$ cat src/hc_pkg.sv
// Shared types, constants and modulo-26 helpers for the 3x3 Hill cipher block.
// No dependencies; used by every module in this folder.
`default_nettype none

package hc_pkg;

  localparam int MODV       = 26;
  localparam int RECIP      = 78;
  localparam int RECIP_SH   = 11;
  localparam int BLOCK_LEN_DEF = 3;
  localparam int KEY_LAT    = 7;
  localparam int LANE_LAT   = 2;

  localparam logic [14:0] KEY_ROW_0_RST = 15'd1;
  localparam logic [14:0] KEY_ROW_1_RST = 15'd32;
  localparam logic [14:0] KEY_ROW_2_RST = 15'd1024;

  typedef logic [4:0]  ent_t;
  typedef ent_t [2:0]  vec_t;
  typedef vec_t [2:0]  mat_t;
  typedef logic [14:0] row_t;

  typedef enum logic [1:0] {
    REG_KEY_ROW_0,
    REG_KEY_ROW_1,
    REG_KEY_ROW_2
  } cfg_reg_t;

  typedef struct packed {
    mat_t key;
    mat_t inv;
    logic unit;
  } key_info_t;

  function automatic ent_t red5(input ent_t x);
    red5 = (x >= ent_t'(MODV)) ? ent_t'(x - ent_t'(MODV)) : x;
  endfunction

  // reciprocal estimate never exceeds the true quotient, so one correction
  function automatic ent_t mod26(input logic [10:0] x);
    logic [17:0] prod;
    logic [6:0]  q;
    logic [10:0] r;
    prod = {7'd0, x} * 18'(RECIP);
    q = prod[17:RECIP_SH];
    r = x - ({4'd0, q} * 11'(MODV));
    if (r >= 11'(MODV)) begin
      r = r - 11'(MODV);
    end
    mod26 = r[4:0];
  endfunction

  function automatic ent_t unit_inv(input ent_t d);
    case (d)
      5'd1:    unit_inv = 5'd1;
      5'd3:    unit_inv = 5'd9;
      5'd5:    unit_inv = 5'd21;
      5'd7:    unit_inv = 5'd15;
      5'd9:    unit_inv = 5'd3;
      5'd11:   unit_inv = 5'd19;
      5'd15:   unit_inv = 5'd7;
      5'd17:   unit_inv = 5'd23;
      5'd19:   unit_inv = 5'd11;
      5'd21:   unit_inv = 5'd5;
      5'd23:   unit_inv = 5'd17;
      5'd25:   unit_inv = 5'd25;
      default: unit_inv = 5'd0;
    endcase
  endfunction

endpackage

`default_nettype wire

$ cat src/hill_cipher_3x3.sv
// Top level of the 3x3 Hill cipher: key registers, item pipeline, lanes, merge.
// Depends on hc_pkg, hc_keyinv and hc_lane.
//
// Takes one three-letter word per cycle and returns one result word per cycle
// unless a waiting result is held by out_stall. Each word passes through letter
// registers that run alongside the key inverse pipeline (seven register stages:
// key reduction, adjugate products, adjugate, determinant products, unit lookup,
// scaled products, reduction), then two stages in its row lane and the output
// register. The key inverse is derived continuously from the key registers, so a
// word may follow a key write at once.
// Decrypting with a key whose determinant is not a unit modulo 26 gives zero
// letters with out_key_error set. out_stall holds all but the key inverse pipeline.
`default_nettype none

module hill_cipher_3x3 import hc_pkg::*; #(
  parameter int BLOCK_LEN = BLOCK_LEN_DEF
) (
  input  wire logic        clk,
  input  wire logic        rst_n,
  input  wire logic        in_valid,
  output logic             in_stall,
  input  wire logic        in_op,
  input  wire logic [4:0]  in_letter_0,
  input  wire logic [4:0]  in_letter_1,
  input  wire logic [4:0]  in_letter_2,
  output logic             out_valid,
  input  wire logic        out_stall,
  output logic [4:0]       out_0,
  output logic [4:0]       out_1,
  output logic [4:0]       out_2,
  output logic             out_key_error,
  input  wire logic        cfg_valid,
  output logic             cfg_ready,
  input  wire logic [1:0]  cfg_index,
  input  wire logic [14:0] cfg_data
);

  localparam int NUSE  = (BLOCK_LEN >= 3) ? 3 : 2;
  localparam int DEPTH = KEY_LAT + LANE_LAT;

  row_t             key_row_r [3];
  key_info_t        kinfo;
  logic             advance;
  logic             in_accept;
  vec_t             vec_in;
  logic [DEPTH-1:0] vld_r;
  logic [DEPTH-1:0] op_r;
  vec_t             vec_r [KEY_LAT];
  ent_t             lane_res [3];
  ent_t             out_nxt [3];
  logic             err_nxt;
  logic             out_valid_r;
  ent_t             out_r [3];
  logic             key_error_r;

  assign cfg_ready = 1'b1;

  always_ff @(posedge clk) begin
    if (!rst_n) begin
      key_row_r[0] <= KEY_ROW_0_RST;
      key_row_r[1] <= KEY_ROW_1_RST;
      key_row_r[2] <= KEY_ROW_2_RST;
    end else if (cfg_valid && cfg_ready) begin
      unique case (cfg_index)
        REG_KEY_ROW_0: key_row_r[0] <= cfg_data;
        REG_KEY_ROW_1: key_row_r[1] <= cfg_data;
        REG_KEY_ROW_2: key_row_r[2] <= cfg_data;
        default: ;
      endcase
    end
  end

  hc_keyinv #(.BLOCK_LEN(BLOCK_LEN)) u_keyinv (
    .clk      (clk),
    .key_rows (key_row_r),
    .kinfo    (kinfo)
  );

  assign advance   = !(out_valid_r && out_stall);
  assign in_stall  = out_valid_r && out_stall;
  assign in_accept = in_valid && !in_stall;

  always_comb begin
    vec_in[0] = red5(in_letter_0);
    vec_in[1] = red5(in_letter_1);
    vec_in[2] = (NUSE == 3) ? red5(in_letter_2) : '0;
  end

  always_ff @(posedge clk) begin
    if (!rst_n) begin
      vld_r       <= '0;
      out_valid_r <= 1'b0;
    end else if (advance) begin
      vld_r       <= {vld_r[DEPTH-2:0], in_accept};
      out_valid_r <= vld_r[DEPTH-1];
    end
  end

  always_ff @(posedge clk) begin
    if (advance) begin
      op_r     <= {op_r[DEPTH-2:0], in_op};
      vec_r[0] <= vec_in;
      for (int k = 1; k < KEY_LAT; k++) begin
        vec_r[k] <= vec_r[k-1];
      end
      out_r       <= out_nxt;
      key_error_r <= err_nxt;
    end
  end

  for (genvar i = 0; i < 3; i++) begin : g_lane
    hc_lane u_lane (
      .clk (clk),
      .en  (advance),
      .row (op_r[KEY_LAT-1] ? kinfo.inv[i] : kinfo.key[i]),
      .vec (vec_r[KEY_LAT-1]),
      .res (lane_res[i])
    );
  end

  // merge: zero all rows on a singular decrypt, and rows past the block length
  always_comb begin
    err_nxt = op_r[DEPTH-1] && !kinfo.unit;
    for (int i = 0; i < 3; i++) begin
      out_nxt[i] = (err_nxt || i >= NUSE) ? '0 : lane_res[i];
    end
  end

  assign out_valid     = out_valid_r;
  assign out_0         = out_r[0];
  assign out_1         = out_r[1];
  assign out_2         = out_r[2];
  assign out_key_error = key_error_r;

  a_err_zero : assert property (@(posedge clk) disable iff (!rst_n)
    (out_valid && out_key_error) |-> (out_0 == '0 && out_1 == '0 && out_2 == '0))
    else $error("key error word carries nonzero letters");

  a_enc_no_err : assert property (@(posedge clk) disable iff (!rst_n)
    (vld_r[DEPTH-1] && advance && !op_r[DEPTH-1]) |=> !out_key_error)
    else $error("key error raised on encrypt");

  a_letter_range : assert property (@(posedge clk) disable iff (!rst_n)
    out_valid |-> (out_0 < 5'd26 && out_1 < 5'd26 && out_2 < 5'd26))
    else $error("result letter out of range");

endmodule

`default_nettype wire

$ cat src/hc_keyinv.sv
// Key reduction and modular inverse pipeline: adjugate, determinant, unit lookup.
// Depends on hc_pkg. Free-running; output settles once a key change has passed every stage.
`default_nettype none

module hc_keyinv import hc_pkg::*; #(
  parameter int BLOCK_LEN = BLOCK_LEN_DEF
) (
  input  wire logic      clk,
  input  wire row_t      key_rows [3],
  output key_info_t      kinfo
);

  localparam int NUSE = (BLOCK_LEN >= 3) ? 3 : 2;

  mat_t       m_r;
  logic [9:0] p_nxt [3][3];
  logic [9:0] q_nxt [3][3];
  logic [9:0] p_r   [3][3];
  logic [9:0] q_r   [3][3];
  mat_t       adj_r;
  logic [9:0] dp_r  [3];
  ent_t       dinv_r;
  logic [9:0] ip_r  [3][3];
  mat_t       inv_r;

  // adj[i][j] = cof[j][i] = p - q
  always_comb begin
    for (int i = 0; i < 3; i++) begin
      for (int j = 0; j < 3; j++) begin
        if (NUSE == 3) begin
          p_nxt[i][j] = {5'd0, m_r[(j+1)%3][(i+1)%3]} * {5'd0, m_r[(j+2)%3][(i+2)%3]};
          q_nxt[i][j] = {5'd0, m_r[(j+1)%3][(i+2)%3]} * {5'd0, m_r[(j+2)%3][(i+1)%3]};
        end else begin
          p_nxt[i][j] = '0;
          q_nxt[i][j] = '0;
        end
      end
    end
    if (NUSE == 2) begin
      p_nxt[0][0] = {5'd0, m_r[1][1]};
      q_nxt[0][1] = {5'd0, m_r[0][1]};
      q_nxt[1][0] = {5'd0, m_r[1][0]};
      p_nxt[1][1] = {5'd0, m_r[0][0]};
    end
  end

  always_ff @(posedge clk) begin
    for (int i = 0; i < 3; i++) begin
      for (int j = 0; j < 3; j++) begin
        m_r[i][j]   <= red5(key_rows[i][5*j +: 5]);
        p_r[i][j]   <= p_nxt[i][j];
        q_r[i][j]   <= q_nxt[i][j];
        adj_r[i][j] <= mod26({1'b0, p_r[i][j]} + 11'(MODV * MODV) - {1'b0, q_r[i][j]});
        ip_r[i][j]  <= {5'd0, adj_r[i][j]} * {5'd0, dinv_r};
        inv_r[i][j] <= mod26({1'b0, ip_r[i][j]});
      end
      dp_r[i] <= {5'd0, m_r[0][i]} * {5'd0, adj_r[i][0]};
    end
    dinv_r <= unit_inv(mod26({1'b0, dp_r[0]} + {1'b0, dp_r[1]} + {1'b0, dp_r[2]}));
  end

  assign kinfo.key  = m_r;
  assign kinfo.inv  = inv_r;
  assign kinfo.unit = (dinv_r != '0);

endmodule

`default_nettype wire

$ cat src/hc_lane.sv
// One output row: dot product of a matrix row with the letter vector, modulo 26.
// Depends on hc_pkg. Two register stages, advanced by en.
`default_nettype none

module hc_lane import hc_pkg::*; (
  input  wire logic clk,
  input  wire logic en,
  input  wire vec_t row,
  input  wire vec_t vec,
  output ent_t      res
);

  logic [9:0] prod_r [3];
  ent_t       res_r;

  always_ff @(posedge clk) begin
    if (en) begin
      for (int k = 0; k < 3; k++) begin
        prod_r[k] <= {5'd0, row[k]} * {5'd0, vec[k]};
      end
      res_r <= mod26({1'b0, prod_r[0]} + {1'b0, prod_r[1]} + {1'b0, prod_r[2]});
    end
  end

  assign res = res_r;

endmodule

`default_nettype wire
$ cat config.mk
export PLATFORM = sky130hd
export DESIGN_NAME = hill_cipher_3x3
export DESIGN_NICKNAME = d
export VERILOG_FILES = /design/src/hc_pkg.sv /design/src/hill_cipher_3x3.sv /design/src/hc_keyinv.sv /design/src/hc_lane.sv
export SDC_FILE = /design/constraint.sdc
export NUM_CORES = 2
export LEC_CHECK = 0
export ABC_AREA = 1
export BUFFER_PORTS_ARGS = -buffer_cell sky130_fd_sc_hd__buf_2
export CAP_MARGIN = 20
export CORE_MARGIN = 2
export CORE_UTILIZATION = 50
export CTS_CLUSTER_DIAMETER = 60
export DETAILED_ROUTE_END_ITERATION = 10
export PLACE_DENSITY = 0.74
export SLEW_MARGIN = 0
export SYNTH_ARGS = -nofsm -noshare
export SYNTH_HDL_FRONTEND = slang
export SYNTH_SLANG_ARGS = --single-unit
$ cat constraint.sdc
create_clock -name clk -period 9.6 [get_ports clk]
set_clock_uncertainty 0.2 [all_clocks]
set_input_delay 0.96 -clock clk [delete_from_list [all_inputs] [get_ports clk]]
set_output_delay 0.96 -clock clk [all_outputs]
set_load 0.03 [all_outputs]
; ---- Word level (Yosys, flattened, before mapping)
; Memories as Yosys holds them, arrays and structs flattened. A register that Yosys moved wholly into a read port is not among the register bits.
; Index checks and enable logic that the tools add are counted.
[classes]
mul = 83
n_eq_ne = 2
n_addsub = 82
reduce_logical = 10
muxes = 38
order_cmp = 34
[ops]
columns = operator, count
row1 = multiplier 5 x 5 -> 10 bit, 39
row2 = >= comparator 11 x 5 -> 1 bit (second input constant), 22
row3 = multiplier 11 x 6 -> 17 bit (second input constant), 13
row4 = two-way mux 5 bit, 34
row5 = subtractor 5 bit (second input constant), 34
row6 = multiplier 10 x 6 -> 16 bit (second input constant), 9
row7 = subtractor 11 bit, 13
row8 = multiplier 7 x 4 -> 10 bit (second input constant), 13
row9 = adder 10 x 10 -> 11 bit (second input constant), 9
row10 = subtractor 10 x 11 -> 11 bit, 9
row11 = subtractor 11 x 10 -> 11 bit, 9
row12 = multiplier 6 x 4 -> 10 bit (second input constant), 9
row13 = >= comparator 5 bit (second input constant), 12
row14 = two-way mux 15 bit, 3
row15 = adder 10 x 10 -> 11 bit, 4
row16 = adder 11 x 10 -> 11 bit, 4
row17 = AND reduction 2 bit, 3
row18 = nonzero test 5 bit, 1
row19 = logical AND 1 bit, 3
row20 = == test 2 x 1 -> 1 bit (second input constant), 1
row21 = == test 2 bit (second input constant), 1
row22 = zero test 1 bit, 2
row23 = zero test 2 bit, 1
row24 = two-way mux 1 bit, 1
[word_totals]
register_bits = 230
rom_bits = 160
ram_bits = 495
in_bits = 38
mem_count = 9
[mem_list]
columns = name, depth, width, rd, rd_ports_with_merged_regs, write_ports, line
row1 = (name not given), 32, 5, 1, 1, 0, hc_pkg.sv:54  ; case (d)
row2 = vec_r, 7, 15, 7, 0, 7, hill_cipher_3x3.sv:48  ; vec_t vec_r [KEY_LAT];
row3 = u_keyinv.ip_r, 3, 30, 3, 0, 3, hc_keyinv.sv:23  ; logic [9:0] ip_r [3][3];
row4 = u_keyinv.p_r, 3, 30, 3, 0, 3, hc_keyinv.sv:18  ; logic [9:0] p_r [3][3];
row5 = u_keyinv.q_r, 3, 30, 3, 0, 3, hc_keyinv.sv:19  ; logic [9:0] q_r [3][3];
row6 = g_lane[0].u_lane.prod_r, 3, 10, 3, 0, 3, hc_lane.sv:13  ; logic [9:0] prod_r [3];
row7 = +3 memories, n/a, n/a, n/a, n/a, n/a, n/a

; ---- Depth between registers and ports, before layout
; An unclocked memory read counts as a cell.
[logic_depth]
depth_word = 8
mapped_depth = 54
mapped_depth_nobuf = 54

; ---- Hierarchy
; From an unflattened synthesis, not the netlist that was laid out.
[unflattened]
cells_unflattened = 11794
hier_area_um2 = 97248.3
[modules_own_cells]
columns = module, n_inst, cells_each, area_each_um2, seq_area_each_um2
row1 = hc_keyinv, 1, 9048, 72001.6, 8808.4
row2 = hc_lane (g_lane[0].u_lane ...), 2, 741, 6113.4, 1051.0
row3 = hill_cipher_3x3, 1, 523, 6935.4, 5004.8
row4 = hc_lane (g_lane[2].u_lane), 1, 741, 6084.6, 1051.0

; ---- Worst setup path after synthesis
; Ideal clock, no wire load.
[synth_timing]
path_type = register to register
startpoint = memory g_lane[0].u_lane.prod_r[0][1]
endpoint = register g_lane[0].u_lane.res_r[2] (data pin)
arrival_ps = 8286
slack_ps = 851
path_stages_with_launch = 45
path_buffers = 0
synth_period_minus_slack_ps = 8749
required_time_ps = 9137
path_cell_list = edfxtp_1 > fa_1 > ha_1 > fa_1 > a21oi_1 > o21bai_1 > a21oi_1 > inv_1 > a21oi_1 > xor2_1 > fa_1 > ha_1 > inv_1 > fa_1 > inv_1 > ha_1 > a21o_1 > a31oi_1 > [... 9 more ...] > fa_1 > inv_1 > ha_1 > a21oi_1 > nand2_1 > xnor2_1 > ha_1 > nand2_1 > inv_1 > nand4_1 > o211ai_1 > a21o_1 > a21oi_1 > xor2_1 > xor2_1 > nand3_1 > nor2_1 > a21oi_1
[synth_lines]
columns = item, line
row1 = from (decl), hc_lane.sv:13
row2 = to (signal assigned), hc_lane.sv:21  ; res_r <= mod26({1'b0, prod_r[0]} + {1'b0, prod_r[1]} + {1'b0, prod_r[2]});
row3 = to (decl), hc_lane.sv:14  ; ent_t res_r;

==> impl_metrics.yaml <==
worst_hold_path:
  worstHoldPathType: "flop to flop"
logic_synthesis:
  synth_area_sq_um: 95500
  async_reset_ff_share_pct: 0
  synthCells: 11500
  yosysSeqAreaShare_pct: 17.8
  synth_commonest_cells: "inv_1 (3,107), ha_1 (2,025), nand2_1 (1,641)"
  synth-main-ff-cell: "dfxtp_1"
  yosys.area.top_type: "ha_1"
  yosysUniqueCellTypes: 59
  synth_edf_count: 235
  ys_top_cells_by_area: "ha_1 (27%), fa_1 (18%), inv_1 (12%), dfxtp_1 (10%), edfxtp_1 (7.4%)"
  synth.most_common_cell: "inv_1"
  yosys_register_bits: 730
  netlist.area_leader.share_pct: 26.5
  syn_avg_cell_area_sq_um: 8.31
  yosys_warnings: 0
  synth_nets: 14400
detailed_routing:
  first_iter_violations: 3552
  dr.pass1.iters: 8
  ant_nets: 0
  routed_wl_mm: 197
  wl_per_cell_um: 13.9
  drt-vias-per-instance: 4.92
  num_vias: 69500
  drc: 0
job:
  drv_cap: 0
placement:
  io_buffer_count: 55
  place_inst: 13900
  hpwl_mm: 159
  routabilityCongestion: 0.885
grt:
  antenna_found_initial: 9
  grt-ovfl-total: 0
  grt_pass1_wl_mm: 334
  grt_pass1_vias: 69300
  grt_start_max_net_pins: 169
  grt_use_total_pct: 20.9
sta:
  setup_viol: 0
  min_period_ns: 8.97
  hold_violations: 0
  fmax_mhz: 112
  worst_slew_pin_slew_ns: 1.01
  slew_headroom_pct: 32.9
  report.final.slew_viol_count: 0
  final.period_utilization_pct: 93.4
  fin_hold_ws_ns: 0.157
critical_path:
  critPathMaxFanout: 7
  startpoint_type: "flop"
  criticalPathCategory: "flop to flop"
  path_common_cell: "inv_1"
  cp_data_required_time_ns: 9.99
  critPathCaptureType: "flop"
  worstPathArrival_ns: 9.35
  slowest_stage: "fa_1"
  max_stage_delay_ns: 0.53
floorplan:
  die_h_um: 441
  io_pins: 57
  initial_utilization_pct: 50.2
  core_sq_um: 190000
  fp.dieW_um: 441
  rows: 160
  die-area_sq_um: 194000
clock_network:
  numClockSinks: 730
  cts_made_buffers: 93
  h-tree-depth: 3
  clock_latency_ns: 0.75
  clk_pin_slew_ns: 0.06
  root_buffer: "clkbuf_16"
  cts_buffer_depth: 3
  ctsHoldBuffers: 0
  cts_tree: "done"
cells_and_area:
  finish.net_count: 14400
  syn_to_final_growth_pct: 7.34
  drive_above_1_share_pct: 3.62
  fin_cells: 14100
  fillers: 17200
status:
  status: "completed"
-- layout by cell type (no fill, tap or decap), types with 36 or more instances in the layout --
| cell type | instances |
|---|---|
| buf_4 | 80 |
| or2_2 | 41 |
| xnor2_1 | 221 |
| clkbuf_16 | 93 |
| inv_1 | 3107 |
| a21oi_1 | 643 |
| nand2_1 | 1639 |
| nand4_1 | 54 |
| xor2_1 | 508 |
| nor2_1 | 535 |
| o21ai_0 | 325 |
| o21bai_1 | 47 |
| nor3_1 | 36 |
| nand3_1 | 194 |
| edfxtp_1 | 235 |
| a31oi_1 | 48 |
| dfxtp_1 | 490 |
| ha_1 | 2023 |
| buf_2 | 55 |
| fa_1 | 834 |
| a21o_1 | 65 |
-- critical path: cells and delay by family, from the launching register on --
kind	cells	cell delay [ns]
buf+inv	10	0.80
compound gates	13	1.92
simple gates	6	0.66
xor+xnor	5	0.71
flops	1	0.39
fa+ha+maj	11	4.13
-- final timing paths --
check / depth (start not counted) / start / to / slack (ns)
max reg2reg: 45 / g_lane[0].u_lane.prod_r[0][1] / g_lane[0].u_lane.res[2] / 0.63
min reg2reg: 0 / key_row_r[15] / u_keyinv.kinfo[61] / 0.16
max: 45 / g_lane[0].u_lane.prod_r[0][1] / g_lane[0].u_lane.res[2] / 0.63
min: 0 / key_row_r[15] / u_keyinv.kinfo[61] / 0.16
-- routing by layer --
metal	part of all wire, %	track usage, %
met1	45	27.2
met2	47	36.1
met3	4.3	2.23
met4	3.5	6.45
met5	0.010	0
-- metrics by stage --
stage / util (%) / TNS, ns / cell area, sq um / setup WS [ns]
finish: 53.9 / 0 / 102000 / 0.633
CTS: 53.8 / 0 / 102000 / 0.232
detailed placement: 52.0 / 0 / 98700 / 0.248
global placement: 52.0 / 0 / 98700 / 0.413
global route: 53.9 / -0.214 / 102000 / -0.0467
floorplan: - / 0 / 95500 / 0.851
-- timing repair --
| item | CTS | global route |
|---|---|---|
| gates resized for setup | 0 | 55 |
| buffers inserted | 0 | 10 |
| setup endpoints to repair | 0 | 39 |
-- logic make-up (layout without fill, tap and decap cells) --
group           Yosys count  in the layout  share of synthesized area [%]
xor+xnor                739            739                           6.80
flops                   730            730                           17.8
buf+inv                3298           3428                           13.0
other cells               1              2                        0.00393
mux                      15             15                          0.157
simple gates           2585           2585                           11.0
compound gates         1256           1256                           7.24
fa+ha+maj              2860           2860                           44.1
-- flip-flops by register name (all words and copies together), names as in the netlist, 9 cells and up --
register and count:
u_keyinv.dp_r 30, g_lane.u_lane.prod_r 90, vld_r 9, u_keyinv.q_r 90, u_keyinv.kinfo 90, g_lane.u_lane.res 15
u_keyinv.adj_r 45, u_keyinv.p_r 90, vec_r 105, u_keyinv.ip_r 90, key_row_r 45, op_r 9
-- cell type report --
cell class / count / area [sq um] / share of cell area [%]
Multi-Input combinational cell: 7456 / 66300 / 64.7
Sequential cell: 730 / 17000 / 16.6
Inverter: 3117 / 11700 / 11.4
Tap cell: 2511 / 3140 / 3.07
Clock buffer: 115 / 2510 / 2.45
Clock inverter: 60 / 901 / 0.879
Timing Repair Buffer: 136 / 896 / 0.874
Antenna cell: 1 / 2.50 / 0.00244
Power is not shown: default switching activity piles up to over one toggle a cycle in this logic, so the estimate is an artifact.
